## src/hw/rtl/psl_pkg.sv

```systemverilog
// Shared types and constants for the Pascal subset lexer.
// No dependencies.
package psl_pkg;

    localparam int KwMaxLen   = 9;
    localparam int CountWidth = 16;
    localparam int LenWidth   = $clog2(KwMaxLen + 1);

    localparam logic [2:0] M_IDLE  = 3'd0;
    localparam logic [2:0] M_WORD  = 3'd1;
    localparam logic [2:0] M_INT   = 3'd2;
    localparam logic [2:0] M_FRAC  = 3'd3;
    localparam logic [2:0] M_BRACE = 3'd4;
    localparam logic [2:0] M_PCOM  = 3'd5;
    localparam logic [2:0] M_PSTAR = 3'd6;
    localparam logic [2:0] M_HOLD  = 3'd7;

    localparam logic CMD_CHAR = 1'b0;
    localparam logic CMD_EOL  = 1'b1;

    localparam logic [6:0] TK_IDENT  = 7'd40;
    localparam logic [6:0] TK_NUMBER = 7'd41;
    localparam logic [6:0] TK_SYMBOL = 7'd42;
    localparam logic [6:0] TK_ASSIGN = 7'd44;
    localparam logic [6:0] TK_INC    = 7'd50;
    localparam logic [6:0] TK_DEC    = 7'd51;
    localparam logic [6:0] TK_NE     = 7'd52;
    localparam logic [6:0] TK_GE     = 7'd53;
    localparam logic [6:0] TK_LE     = 7'd54;
    localparam logic [6:0] TK_NONE   = 7'd0;

    typedef struct packed {
        logic       cmd;
        logic [7:0] ch;
    } t_in_item;

    typedef struct packed {
        logic [6:0]  token_code;
        logic [15:0] line_no;
        logic [15:0] col_no;
        logic [15:0] lexeme_length;
        logic [7:0]  first_byte;
        logic        last;
    } t_out_item;

    typedef logic [KwMaxLen*8-1:0] t_prefix;

    function automatic logic [15:0] clip16(input logic [CountWidth-1:0] v);
        logic [31:0] w;
        w = 32'(v);
        return (w > 32'hFFFF) ? 16'hFFFF : w[15:0];
    endfunction

    function automatic logic [CountWidth-1:0] sat_inc(input logic [CountWidth-1:0] v);
        return (&v) ? v : v + 1'b1;
    endfunction

    function automatic logic is_blank(input logic [7:0] c);
        return c == 8'h20 || (c >= 8'h09 && c <= 8'h0D);
    endfunction

    function automatic logic is_alpha(input logic [7:0] c);
        return (c >= "a" && c <= "z") || (c >= "A" && c <= "Z");
    endfunction

    function automatic logic is_digit(input logic [7:0] c);
        return c >= "0" && c <= "9";
    endfunction

    function automatic logic [6:0] single_code(input logic [7:0] c);
        case (c)
            "+":     return 7'd46;
            "-":     return 7'd47;
            "*":     return 7'd48;
            "/":     return 7'd49;
            "^":     return 7'd55;
            "=":     return 7'd45;
            ";":     return 7'd56;
            ",":     return 7'd57;
            "(":     return 7'd58;
            ")":     return 7'd59;
            "[":     return 7'd60;
            "]":     return 7'd61;
            "{":     return 7'd62;
            "}":     return 7'd63;
            ".":     return 7'd64;
            ":":     return 7'd65;
            default: return TK_SYMBOL;
        endcase
    endfunction

    function automatic logic [6:0] pair_code(input logic [7:0] a, input logic [7:0] b);
        if (a == ":" && b == "=") return TK_ASSIGN;
        if (a == "<" && b == ">") return TK_NE;
        if (a == "<" && b == "=") return TK_LE;
        if (a == ">" && b == "=") return TK_GE;
        if (a == "+" && b == "+") return TK_INC;
        if (a == "-" && b == "-") return TK_DEC;
        return TK_NONE;
    endfunction

    // Keyword text, left aligned, zero padded to KwMaxLen bytes.
    function automatic t_prefix kw_pad(input string s);
        t_prefix p;
        p = '0;
        for (int i = 0; i < s.len(); i++) p[(KwMaxLen-1-i)*8 +: 8] = s[i];
        return p;
    endfunction

    function automatic t_prefix kw_text(input int k);
        case (k)
            0: return kw_pad("program");   1: return kw_pad("read");
            2: return kw_pad("write");     3: return kw_pad("integer");
            4: return kw_pad("boolean");   5: return kw_pad("double");
            6: return kw_pad("function");  7: return kw_pad("procedure");
            8: return kw_pad("begin");     9: return kw_pad("end");
            10: return kw_pad("and");      11: return kw_pad("array");
            12: return kw_pad("case");     13: return kw_pad("const");
            14: return kw_pad("div");      15: return kw_pad("do");
            16: return kw_pad("downto");   17: return kw_pad("else");
            18: return kw_pad("file");     19: return kw_pad("for");
            20: return kw_pad("goto");     21: return kw_pad("if");
            22: return kw_pad("in");       23: return kw_pad("label");
            24: return kw_pad("mod");      25: return kw_pad("nil");
            26: return kw_pad("not");      27: return kw_pad("of");
            28: return kw_pad("or");       29: return kw_pad("packed");
            30: return kw_pad("record");   31: return kw_pad("repeat");
            32: return kw_pad("set");      33: return kw_pad("then");
            34: return kw_pad("to");       35: return kw_pad("type");
            36: return kw_pad("until");    37: return kw_pad("with");
            38: return kw_pad("var");      default: return kw_pad("while");
        endcase
    endfunction

endpackage

```

## src/hw/rtl/pascal_subset_lexer_unit.sv

```systemverilog
// Pascal subset lexer: one input item (byte or end of line) per cycle while o_stall is low.
// Results are registered: they appear in the cycle after the transfer; an item giving two
// tokens holds the input stalled while the second drains from the spill entry.
// Throughput: one item per cycle, limited only by the two-entry result queue.
// Reset (synchronous, active low) returns to idle at line 1, column 1.
// Depends on psl_pkg and psl_kw_match.
module pascal_subset_lexer_unit (
    input  logic               i_clk,
    input  logic               i_rst_n,
    input  logic               i_valid,
    output logic               o_stall,
    input  psl_pkg::t_in_item  i_data,
    output logic               o_valid,
    input  logic               i_stall,
    output psl_pkg::t_out_item o_data
);
    localparam int CW = psl_pkg::CountWidth;
    localparam int KL = psl_pkg::KwMaxLen;
    localparam int LenWidth_l = psl_pkg::LenWidth;

    logic [2:0]       r_mode, n_mode;
    logic [7:0]       r_pend, n_pend;
    psl_pkg::t_prefix r_pfx, n_pfx;
    logic [CW-1:0]    r_start, n_start, r_len, n_len, r_line, n_line, r_col, n_col;

    // Result queue: entry 0 is the output register, entry 1 the spill.
    psl_pkg::t_out_item r_q0, r_q1;
    logic r_v0, r_v1;

    logic [6:0] kw_code;
    psl_kw_match u_kw (.i_prefix(r_pfx), .i_len(r_len), .o_code(kw_code));

    psl_pkg::t_out_item e0, e1;
    logic e0v, e1v;
    logic take;
    logic [7:0] c;

    assign o_stall = r_v1 || (r_v0 && i_stall);
    assign take    = i_valid && !o_stall;
    assign c       = i_data.ch;
    assign o_valid = r_v0;
    assign o_data  = r_q0;

    function automatic psl_pkg::t_out_item mk(input logic [6:0] code,
        input logic [CW-1:0] line, input logic [CW-1:0] col,
        input logic [CW-1:0] len, input logic [7:0] first);
        psl_pkg::t_out_item t;
        t.token_code = code;
        t.line_no = psl_pkg::clip16(line);
        t.col_no = psl_pkg::clip16(col);
        t.lexeme_length = psl_pkg::clip16(len);
        t.first_byte = first;
        t.last = 1'b0;
        return t;
    endfunction

    always_comb begin
        logic do_flush, do_start;
        logic [LenWidth_l-1:0] idx;
        n_mode = r_mode; n_pend = r_pend; n_pfx = r_pfx;
        n_start = r_start; n_len = r_len; n_line = r_line; n_col = r_col;
        e0 = '0; e1 = '0; e0v = 1'b0; e1v = 1'b0;
        do_flush = 1'b0; do_start = 1'b0;
        idx = r_len[LenWidth_l-1:0];
        if (i_data.cmd == psl_pkg::CMD_EOL) begin
            do_flush = 1'b1;
            n_line = psl_pkg::sat_inc(r_line);
            n_col = CW'(1);
        end else begin
            n_col = psl_pkg::sat_inc(r_col);
            case (r_mode)
                psl_pkg::M_BRACE: if (c == "}") n_mode = psl_pkg::M_IDLE;
                psl_pkg::M_PCOM:  if (c == "*") n_mode = psl_pkg::M_PSTAR;
                psl_pkg::M_PSTAR: begin
                    if (c == ")") n_mode = psl_pkg::M_IDLE;
                    else if (c != "*") n_mode = psl_pkg::M_PCOM;
                end
                psl_pkg::M_WORD: begin
                    if (psl_pkg::is_alpha(c) || psl_pkg::is_digit(c) || c == "_") begin
                        if (r_len < CW'(KL)) n_pfx[(KL-1-int'(idx))*8 +: 8] = c;
                        n_len = psl_pkg::sat_inc(r_len);
                    end else begin
                        do_flush = 1'b1; do_start = 1'b1;
                    end
                end
                psl_pkg::M_INT: begin
                    if (psl_pkg::is_digit(c) || c == ".") begin
                        if (c == ".") n_mode = psl_pkg::M_FRAC;
                        n_len = psl_pkg::sat_inc(r_len);
                    end else begin
                        do_flush = 1'b1; do_start = 1'b1;
                    end
                end
                psl_pkg::M_FRAC: begin
                    if (psl_pkg::is_digit(c)) n_len = psl_pkg::sat_inc(r_len);
                    else begin
                        do_flush = 1'b1; do_start = 1'b1;
                    end
                end
                psl_pkg::M_HOLD: begin
                    if (r_pend == "(" && c == "*") n_mode = psl_pkg::M_PCOM;
                    else if (psl_pkg::pair_code(r_pend, c) != psl_pkg::TK_NONE) begin
                        e0 = mk(psl_pkg::pair_code(r_pend, c), r_line, r_start,
                                CW'(2), r_pend);
                        e0v = 1'b1;
                        n_mode = psl_pkg::M_IDLE;
                    end else begin
                        do_flush = 1'b1; do_start = 1'b1;
                    end
                end
                default: do_start = 1'b1;
            endcase
        end
        if (do_flush) begin
            n_mode = psl_pkg::M_IDLE;
            case (r_mode)
                psl_pkg::M_WORD: begin
                    e0 = mk(kw_code, r_line, r_start, r_len, r_pend); e0v = 1'b1;
                end
                psl_pkg::M_INT, psl_pkg::M_FRAC: begin
                    e0 = mk(psl_pkg::TK_NUMBER, r_line, r_start, r_len, r_pend);
                    e0v = 1'b1;
                end
                psl_pkg::M_HOLD: begin
                    e0 = mk(psl_pkg::single_code(r_pend), r_line, r_start, CW'(1),
                            r_pend);
                    e0v = 1'b1;
                end
                default: ;
            endcase
        end
        if (do_start) begin
            n_mode = psl_pkg::M_IDLE;
            if (c == "{") n_mode = psl_pkg::M_BRACE;
            else if (!psl_pkg::is_blank(c)) begin
                n_pend = c; n_start = r_col; n_len = CW'(1);
                if (psl_pkg::is_alpha(c)) begin
                    n_pfx = '0;
                    n_pfx[(KL-1)*8 +: 8] = c;
                    n_mode = psl_pkg::M_WORD;
                end else if (psl_pkg::is_digit(c)) n_mode = psl_pkg::M_INT;
                else if (c == "(" || c == ":" || c == "<" || c == ">" || c == "+"
                         || c == "-") n_mode = psl_pkg::M_HOLD;
                else begin
                    e1 = mk(psl_pkg::single_code(c), r_line, r_col, CW'(1), c);
                    e1v = 1'b1;
                end
            end
        end
    end

    always_ff @(posedge i_clk) begin
        psl_pkg::t_out_item a, b;
        logic av, bv;
        a = e0; b = e1; av = e0v; bv = e1v;
        if (!e0v) begin
            a = e1; av = e1v; bv = 1'b0;
        end
        if (av && !bv) a.last = 1'b1;
        if (bv) b.last = 1'b1;
        if (!i_rst_n) begin
            r_mode <= psl_pkg::M_IDLE; r_pend <= '0; r_pfx <= '0;
            r_start <= CW'(1); r_len <= '0; r_line <= CW'(1); r_col <= CW'(1);
            r_v0 <= 1'b0; r_v1 <= 1'b0;
        end else begin
            if (take) begin
                r_mode <= n_mode; r_pend <= n_pend; r_pfx <= n_pfx;
                r_start <= n_start; r_len <= n_len; r_line <= n_line; r_col <= n_col;
            end
            // take implies r_v1 low and q0 empty or draining now.
            if (take && av) begin
                r_v0 <= 1'b1; r_q0 <= a;
                r_v1 <= bv; r_q1 <= b;
            end else if (r_v0 && !i_stall) begin
                // Advance the queue: q1 moves up when q0 is taken.
                r_v0 <= r_v1; r_q0 <= r_q1; r_v1 <= 1'b0;
            end
        end
    end
endmodule

```

## src/hw/rtl/psl_kw_match.sv

```systemverilog
// Keyword lookup: compares the stored word prefix with the keyword table.
// Depends on psl_pkg.
module psl_kw_match (
    input  psl_pkg::t_prefix             i_prefix,
    input  logic [psl_pkg::CountWidth-1:0] i_len,
    output logic [6:0]                   o_code
);
    // Prefix bytes past the length are zero since the word slots are cleared
    // on start, so a whole-buffer compare matches exact length too.
    always_comb begin
        o_code = psl_pkg::TK_IDENT;
        if (i_len <= psl_pkg::CountWidth'(psl_pkg::KwMaxLen)) begin
            for (int k = 39; k >= 0; k--) begin
                if (i_prefix == psl_pkg::kw_text(k)) o_code = 7'(k);
            end
        end
    end
endmodule

```

## config.mk

```make
export PLATFORM = sky130hd
export DESIGN_NAME = pascal_subset_lexer_unit
export DESIGN_NICKNAME = d
export VERILOG_FILES = /design/src/hw/rtl/psl_pkg.sv /design/src/hw/rtl/pascal_subset_lexer_unit.sv /design/src/hw/rtl/psl_kw_match.sv
export SDC_FILE = /design/constraint.sdc
export NUM_CORES = 1
export LEC_CHECK = 0
export CAP_MARGIN = 10
export CORE_MARGIN = 2
export CORE_UTILIZATION = 35
export CTS_BUF_LIST = sky130_fd_sc_hd__clkbuf_8
export DETAILED_ROUTE_END_ITERATION = 10
export DONT_BUFFER_PORTS = 1
export SYNTH_ARGS = -nofsm -noshare
export SYNTH_HDL_FRONTEND = slang
export SYNTH_HIERARCHICAL = 1
export SYNTH_SLANG_ARGS = --single-unit
```

## constraint.sdc

```tcl
create_clock -name i_clk -period 10.6 [get_ports i_clk]
set_clock_uncertainty 0.15 [all_clocks]
set_input_delay 1.06 -clock i_clk [delete_from_list [all_inputs] [get_ports i_clk]]
set_output_delay 1.06 -clock i_clk [all_outputs]
set_load 0.05 [all_outputs]
```

# After elaboration in Yosys (flattened, before gate mapping)
# Index checks and enable logic that the tools add are counted.
[classes]
n_mux = 296
n_eq_ne = 94
shift = 2
addsub = 5
reduce_logical = 45
order_cmp = 10
bitwise = 3
[op_table]
columns = ["op", "count"]
rows = [
  ["72-bit 2-to-1 mux", 48],
  ["72-bit == test", 40],
  ["64-bit 2-to-1 mux", 14],
  ["7-bit 2-to-1 mux", 56],
  ["8-bit by 6-bit == test with 1-bit output, second input constant", 27],
  ["6-bit 2-to-1 mux", 32],
  ["64-bit case mux with 3 select lines", 1],
  ["16-bit 2-to-1 mux", 10],
  ["7-bit case mux with 16 select lines", 1],
  ["7-bit case mux with 15 select lines", 1],
  ["1-bit 2-to-1 mux", 104],
  ["8-bit by 7-bit == test with 1-bit output, second input constant", 11],
  ["72-bit bitwise mux", 1],
  ["8-bit by 33-bit variable shift with 72-bit output, first input constant", 1],
  ["8-bit by 33-bit indexed part select with 72-bit output", 1],
  ["16-bit by 1-bit adder with 16-bit output, second input constant", 3],
  ["3-bit 2-to-1 mux", 16],
  ["16-bit case mux with 3 select lines", 1],
  ["16-bit AND reduction", 3],
  ["8-bit negator with 33-bit output", 1],
  ["4-bit 2-to-1 mux", 8],
  ["8-bit by 7-bit greater-or-equal comparator with 1-bit output, second input constant", 2],
  ["16-bit by 4-bit <= comparator with 1-bit output, second input constant", 1],
  ["8-bit by 7-bit <= comparator with 1-bit output, second input constant", 2],
  ["other kinds (30)", 70],
]
[totals]
input_bits = 13
reg_bits = 277

# Longest topological paths before layout
[depth]
depth_word = 100
ltp_mapped = 16

# Cells and area by module
# Netlist, hierarchy kept.
[modules_own_cells]
columns = ["module", "n_inst", "cells_each", "area_each_um2"]
rows = [
  ["pascal_subset_lexer_unit", 1, 1435, 12931.2],
  ["psl_kw_match", 1, 320, 2093.3],
]

# Worst setup path before layout
# Ideal clock, no wire load.
[synth_path]
path_type = "input port to flip-flop"
start = "input i_data[1] in the netlist's numbering"
end = "register r_q0, in the netlist o_data[0] (enable)"
path_buffers = 6
path_slack_ns = 3.347
required_time_ns = 9.943
cell_stages = 14
t_arrival_ns = 6.596
cell_sequence = "clkbuf_1 > buf_2 > nor2_1 > nand3b_1 > a21boi_0 > buf_2 > o21ai_0 > a211o_1 > buf_2 > ha_1 > nand2b_1 > clkbuf_1 > buf_1 > a21oi_1"
[synth_via]
elab_chain_cells = 31
word_cells_on_any_way = 124
cone_classes = "8 x order compare; 12 x eq/ne; 79 x mux; 25 x reduce/logical"
[synth_lines]
columns = ["element", "line", "source"]
rows = [
  ["start, declared", "pascal_subset_lexer_unit.sv:12", "input psl_pkg::t_in_item i_data,"],
  ["8-bit by 6-bit == test with 1-bit output, on equally long branches", "--", ""],
  ["1-bit logical AND, on equally long branches", "psl_pkg.sv:94, psl_pkg.sv:98", ""],
  ["7-bit 2-to-1 mux / 1-bit 2-to-1 mux (equally long branches) (2 in a row)", "psl_pkg.sv:94, psl_pkg.sv:98", ""],
  ["7-bit 2-to-1 mux / 1-bit 2-to-1 mux (equally long branches)", "pascal_subset_lexer_unit.sv:101, psl_pkg.sv:97", ""],
  ["7-bit 2-to-1 mux / 1-bit 2-to-1 mux (equally long branches)", "pascal_subset_lexer_unit.sv:71, psl_pkg.sv:96", ""],
  ["7-bit 2-to-1 mux / 1-bit 2-to-1 mux (equally long branches)", "pascal_subset_lexer_unit.sv:65, psl_pkg.sv:95", ""],
  ["7-bit 2-to-1 mux / 1-bit 2-to-1 mux (equally long branches)", "psl_pkg.sv:95, psl_pkg.sv:94", ""],
  ["7-bit 2-to-1 mux / 1-bit 2-to-1 mux (equally long branches)", "psl_pkg.sv:96, pascal_subset_lexer_unit.sv:101", ""],
  ["[... 14 more ...]", "--", ""],
  ["1-bit 2-to-1 mux", "pascal_subset_lexer_unit.sv:71", "case (r_mode)"],
  ["1-bit 2-to-1 mux", "pascal_subset_lexer_unit.sv:65", "if (i_data.cmd == psl_pkg::CMD_EOL) begin"],
  ["1-bit 2-to-1 mux", "pascal_subset_lexer_unit.sv:116", "case (r_mode)"],
  ["1-bit 2-to-1 mux", "pascal_subset_lexer_unit.sv:114", "if (do_flush) begin"],
  ["1-bit 2-to-1 mux (*)", "pascal_subset_lexer_unit.sv:156", "if (!e0v) begin"],
  ["1-bit logical AND (*)", "pascal_subset_lexer_unit.sv:171", "if (take && av) begin"],
  ["2-bit nonzero test (no line) (*)", "--", ""],
  ["2-bit AND reduction (no line) (*)", "--", ""],
  ["end signal, assigned", "pascal_subset_lexer_unit.sv:172", "r_v0 <= 1'b1; r_q0 <= a;"],
  ["end signal, assigned", "pascal_subset_lexer_unit.sv:176", "r_v0 <= r_v1; r_q0 <= r_q1; r_v1 <= 1'b0;"],
  ["end, declared", "pascal_subset_lexer_unit.sv:27", "psl_pkg::t_out_item r_q0, r_q1;"],
]
# Every way passes the cells marked *; elsewhere a longest branch is shown, timed or not. The select of a mux whose other input is x is not followed.
# A chain may end at the register's enable or synchronous reset.

# Worst setup path after layout
[layout_path]
start = "register r_mode[0]"
end = "register r_q0, in the netlist o_data[12] (enable)"
[layout_via]
elab_chain_cells = 9
word_cells_on_any_way = 22
cone_classes = "7 x eq/ne; 10 x mux; 5 x reduce/logical"
[layout_lines]
columns = ["element", "line", "source"]
rows = [
  ["start, declared", "pascal_subset_lexer_unit.sv:21", "logic [2:0] r_mode, n_mode;"],
  ["start signal, assigned", "pascal_subset_lexer_unit.sv:167", "r_mode <= n_mode; r_pend <= n_pend; r_pfx <= n_pfx;"],
  ["3-bit == test, on equally long branches", "pascal_subset_lexer_unit.sv:71, pascal_subset_lexer_unit.sv:116", ""],
  ["3-bit OR reduction (no line) / 1-bit 2-to-1 mux (equally long branches)", "--", ""],
  ["1-bit case mux with 5 select lines / 1-bit 2-to-1 mux (equally long branches)", "pascal_subset_lexer_unit.sv:71, pascal_subset_lexer_unit.sv:65", ""],
  ["1-bit 2-to-1 mux, on equally long branches", "pascal_subset_lexer_unit.sv:65, pascal_subset_lexer_unit.sv:116", ""],
  ["1-bit 2-to-1 mux, on equally long branches", "pascal_subset_lexer_unit.sv:132, pascal_subset_lexer_unit.sv:114", ""],
  ["1-bit 2-to-1 mux (*)", "pascal_subset_lexer_unit.sv:156", ""],
  ["1-bit logical AND (*)", "pascal_subset_lexer_unit.sv:171", ""],
  ["2-bit nonzero test (no line) (*)", "--", ""],
  ["2-bit AND reduction (no line) (*)", "--", ""],
]
# Every way passes the cells marked *; elsewhere a longest branch is shown, timed or not.

==> impl_metrics.json <==
{
  "layout_worst_path_cycle_share": 0.4970,
  "cpPeakStageDelay_ps": 870,
  "fmax_mhz": 189.8,
  "cts_hold_buf": 0,
  "p_per_area_mw_per_mm2": 139.1,
  "clock_path_buffers": 3,
  "crit_top_cell": "buf_4",
  "io_buffer_count": 0,
  "drcViolationCount": 0,
  "leakage_nw": 5.565,
  "n_fill_cell": 4271,
  "synth_cell_types": 89,
  "whs_endpoint": "r_pfx[15]",
  "start_util": 0.3566,
  "synthesis.area_mm2": 0.01502,
  "ys_seq_elements": 262,
  "path_max_fanout": 33,
  "pre_cts_ws_ps": 5032,
  "async_flop_share": 0,
  "grt_pass1_vias": 13100,
  "grt_max_degree": 78,
  "r2r_cells": 11,
  "r2r-start": "r_mode[0]",
  "final_cell_mix": "nand2_1, dfxtp_1, nand3_1",
  "status": "finished, final reports clean",
  "setup_tns_ps": 0,
  "cts_setup_buffers": 0,
  "worst_hold_path.num_cells": 1,
  "endpoint_kind": "register",
  "ys_seq_area_frac": 0.4244,
  "synthFlopType": "dfxtp_1",
  "syn_inst": 1755,
  "core_area_mm2": 0.04213,
  "fin_ws_ps": 5332,
  "wl_per_cell_um": 22.03,
  "start_kind": "register",
  "insertion_delay_ps": 600,
  "die_area_mm2": 0.04460,
  "cts_tree": "yes",
  "final_common_cell": "nand2_1",
  "diodes": 0,
  "cts.repair.resized": 0,
  "hp-start": "r_pfx[15]",
  "cts_root_buffer": "clkbuf_8",
  "postRouteAntennaNets": 0,
  "synth_edf_count": 113,
  "critPathKind": "register to register",
  "cap_violations": 0,
  "clock_sinks": 262,
  "drive_gt1_frac": 0.08041,
  "die_w_um": 211.2,
  "syn_nets": 1779,
  "whs_ps": 309.7,
  "hold_viol_final": 0,
  "fin_crit_ps": 5268,
  "r2r-end": "o_data[12]",
  "yosysWarnings": 6,
  "cts_max_level": 2,
  "final_util": 0.3880,
  "synth_area_per_cell_um2": 8.561,
  "drt_iter0_drc": 1400,
  "grt-ovfl-total": 0,
  "dpl_cell_area_mm2": 0.01542,
  "routed_via_density": 6.131,
  "ios": 79,
  "crit_family": "compound AO/OA/AOI/OAI gates",
  "tightest_slew_ps": 1189,
  "rsz0062_at_grt": "false",
  "rows": 75,
  "layout-area-overhead-vs-synth_pct": 8.811,
  "arrival_ps": 5330,
  "design_area_mm2": 0.01635,
  "slew_viol_final": 0,
  "gp_congestion": 0.9853,
  "slowest_stage": "a21oi_4",
  "regToRegSetupSlack_ps": 5330,
  "antenna_found_initial": 0,
  "ir_drop_v": 0.00006729,
  "worst_ep_required_time_ps": 10670,
  "relSlewSlack": 0.1868,
  "nNetsFinal": 1728,
  "setup_viol": 0,
  "numCtsBuffers": 46,
  "vias": 13980,
  "drtPass1Iterations": 8,
  "dp_hpwl_um": 34770,
  "path_cells": "nor3b_1 > o221a_2 > a21boi_0 > o31ai_1 > nand2_1 > buf_4 > inv_1 > ha_1 > nand2b_2 > a21oi_4 > buf_4",
  "die_h_um": 211.2,
  "hp-class": "register to register",
  "grt_pass1_wl_um": 77660,
  "path_clk_slew_ps": 60,
  "crit_buf_inv": 3,
  "grt.total_usage": 0.2204,
  "drt_wl_total_um": 50230
}
-- per-layer routing --
metal	track usage	vias to the layer above	routed length, um
li1	-	6503	-
met1	0.3069	6768	22650
met2	0.3339	607	22020
met3	0.05248	101	4158
met4	0.07479	0	1391
met5	0	-	0
-- power by group --
part / switching, W / internal [W]
Combinational: 0.000149 / 0.0000575
Clock: 0.000432 / 0.000491
Sequential: 0.0000631 / 0.00108
Total: 0.000644 / 0.00163
-- sequential cells by signal, indices dropped and copies added (netlist names) --
register / flops
r_q1: 49
r_len: 16
o_valid: 1
r_mode: 3
r_pfx: 72
r_v1: 1
r_pend: 8
r_col: 16
o_data: 64
r_line: 16
r_start: 16
-- stage by stage --
| stage | cells | total power, W |
|---|---|---|
| floorplan | 1755 | 0.001312 |
| global placement | 2194 | 0.001365 |
| detailed placement | 2194 | 0.001368 |
| CTS | 2279 | 0.002295 |
| global route | 2280 | 0.002360 |
| finish | 2280 | 0.002274 |
-- worst max path at each step --
stage	cells past startpoint	endpoint	start	slack, ps
2_1_floorplan	14	o_data[0]	i_data[1]	3350
3_3_place_gp	11	o_data[12]	i_data[7]	5250
3_5_place_dp	11	o_data[12]	i_data[7]	5030
4_1_cts	11	o_data[12]	r_mode[0]	5330
5_1_grt	11	o_data[12]	r_mode[0]	5000
6_report	11	o_data[12]	r_mode[0]	5330
-- layout make-up --
| type | instances | area (um2) | area share |
|---|---|---|---|
| Clock buffer | 54 | 743.2 | 0.04546 |
| Clock inverter | 31 | 173.9 | 0.01064 |
| Inverter | 47 | 176.4 | 0.01079 |
| Multi-Input combinational cell | 1325 | 8039 | 0.4917 |
| Sequential cell | 262 | 6376 | 0.3900 |
| Tap cell | 539 | 674.4 | 0.04125 |
| Timing Repair Buffer | 22 | 165.2 | 0.01010 |
-- cells in the mapped netlist (15+ instances only) --
library cell	instances	share of area
a21oi_1	96	0.032
a22o_1	32	0.019
a31oi_1	21	0.0087
and2_1	49	0.020
and3_1	31	0.013
and4_1	17	0.0099
buf_2	15	0.0050
clkbuf_1	99	0.025
dfxtp_1	149	0.20
edfxtp_1	113	0.23
inv_1	47	0.012
nand2_1	210	0.052
nand2b_1	21	0.0087
nand3_1	146	0.049
nand4_1	50	0.021
nor2_1	111	0.028
nor2b_1	22	0.0092
nor3_1	45	0.015
nor4_1	48	0.020
o211ai_1	38	0.019
o21ai_0	91	0.030
or3_1	18	0.0075
-- kinds of logic (layout without fill, tap and decap cells) --
kind of cell | after synthesis | in the layout | share of synthesized area
other cells | 1 | 1 | 0.0002496
flops | 262 | 262 | 0.4244
fa+ha+maj | 11 | 11 | 0.009160
buf+inv | 168 | 154 | 0.04422
simple gates | 878 | 878 | 0.3251
compound gates | 400 | 400 | 0.1755
xor+xnor | 26 | 26 | 0.01516
mux | 9 | 9 | 0.006163
No activity file was read; power rests on OpenSTA's default activity.
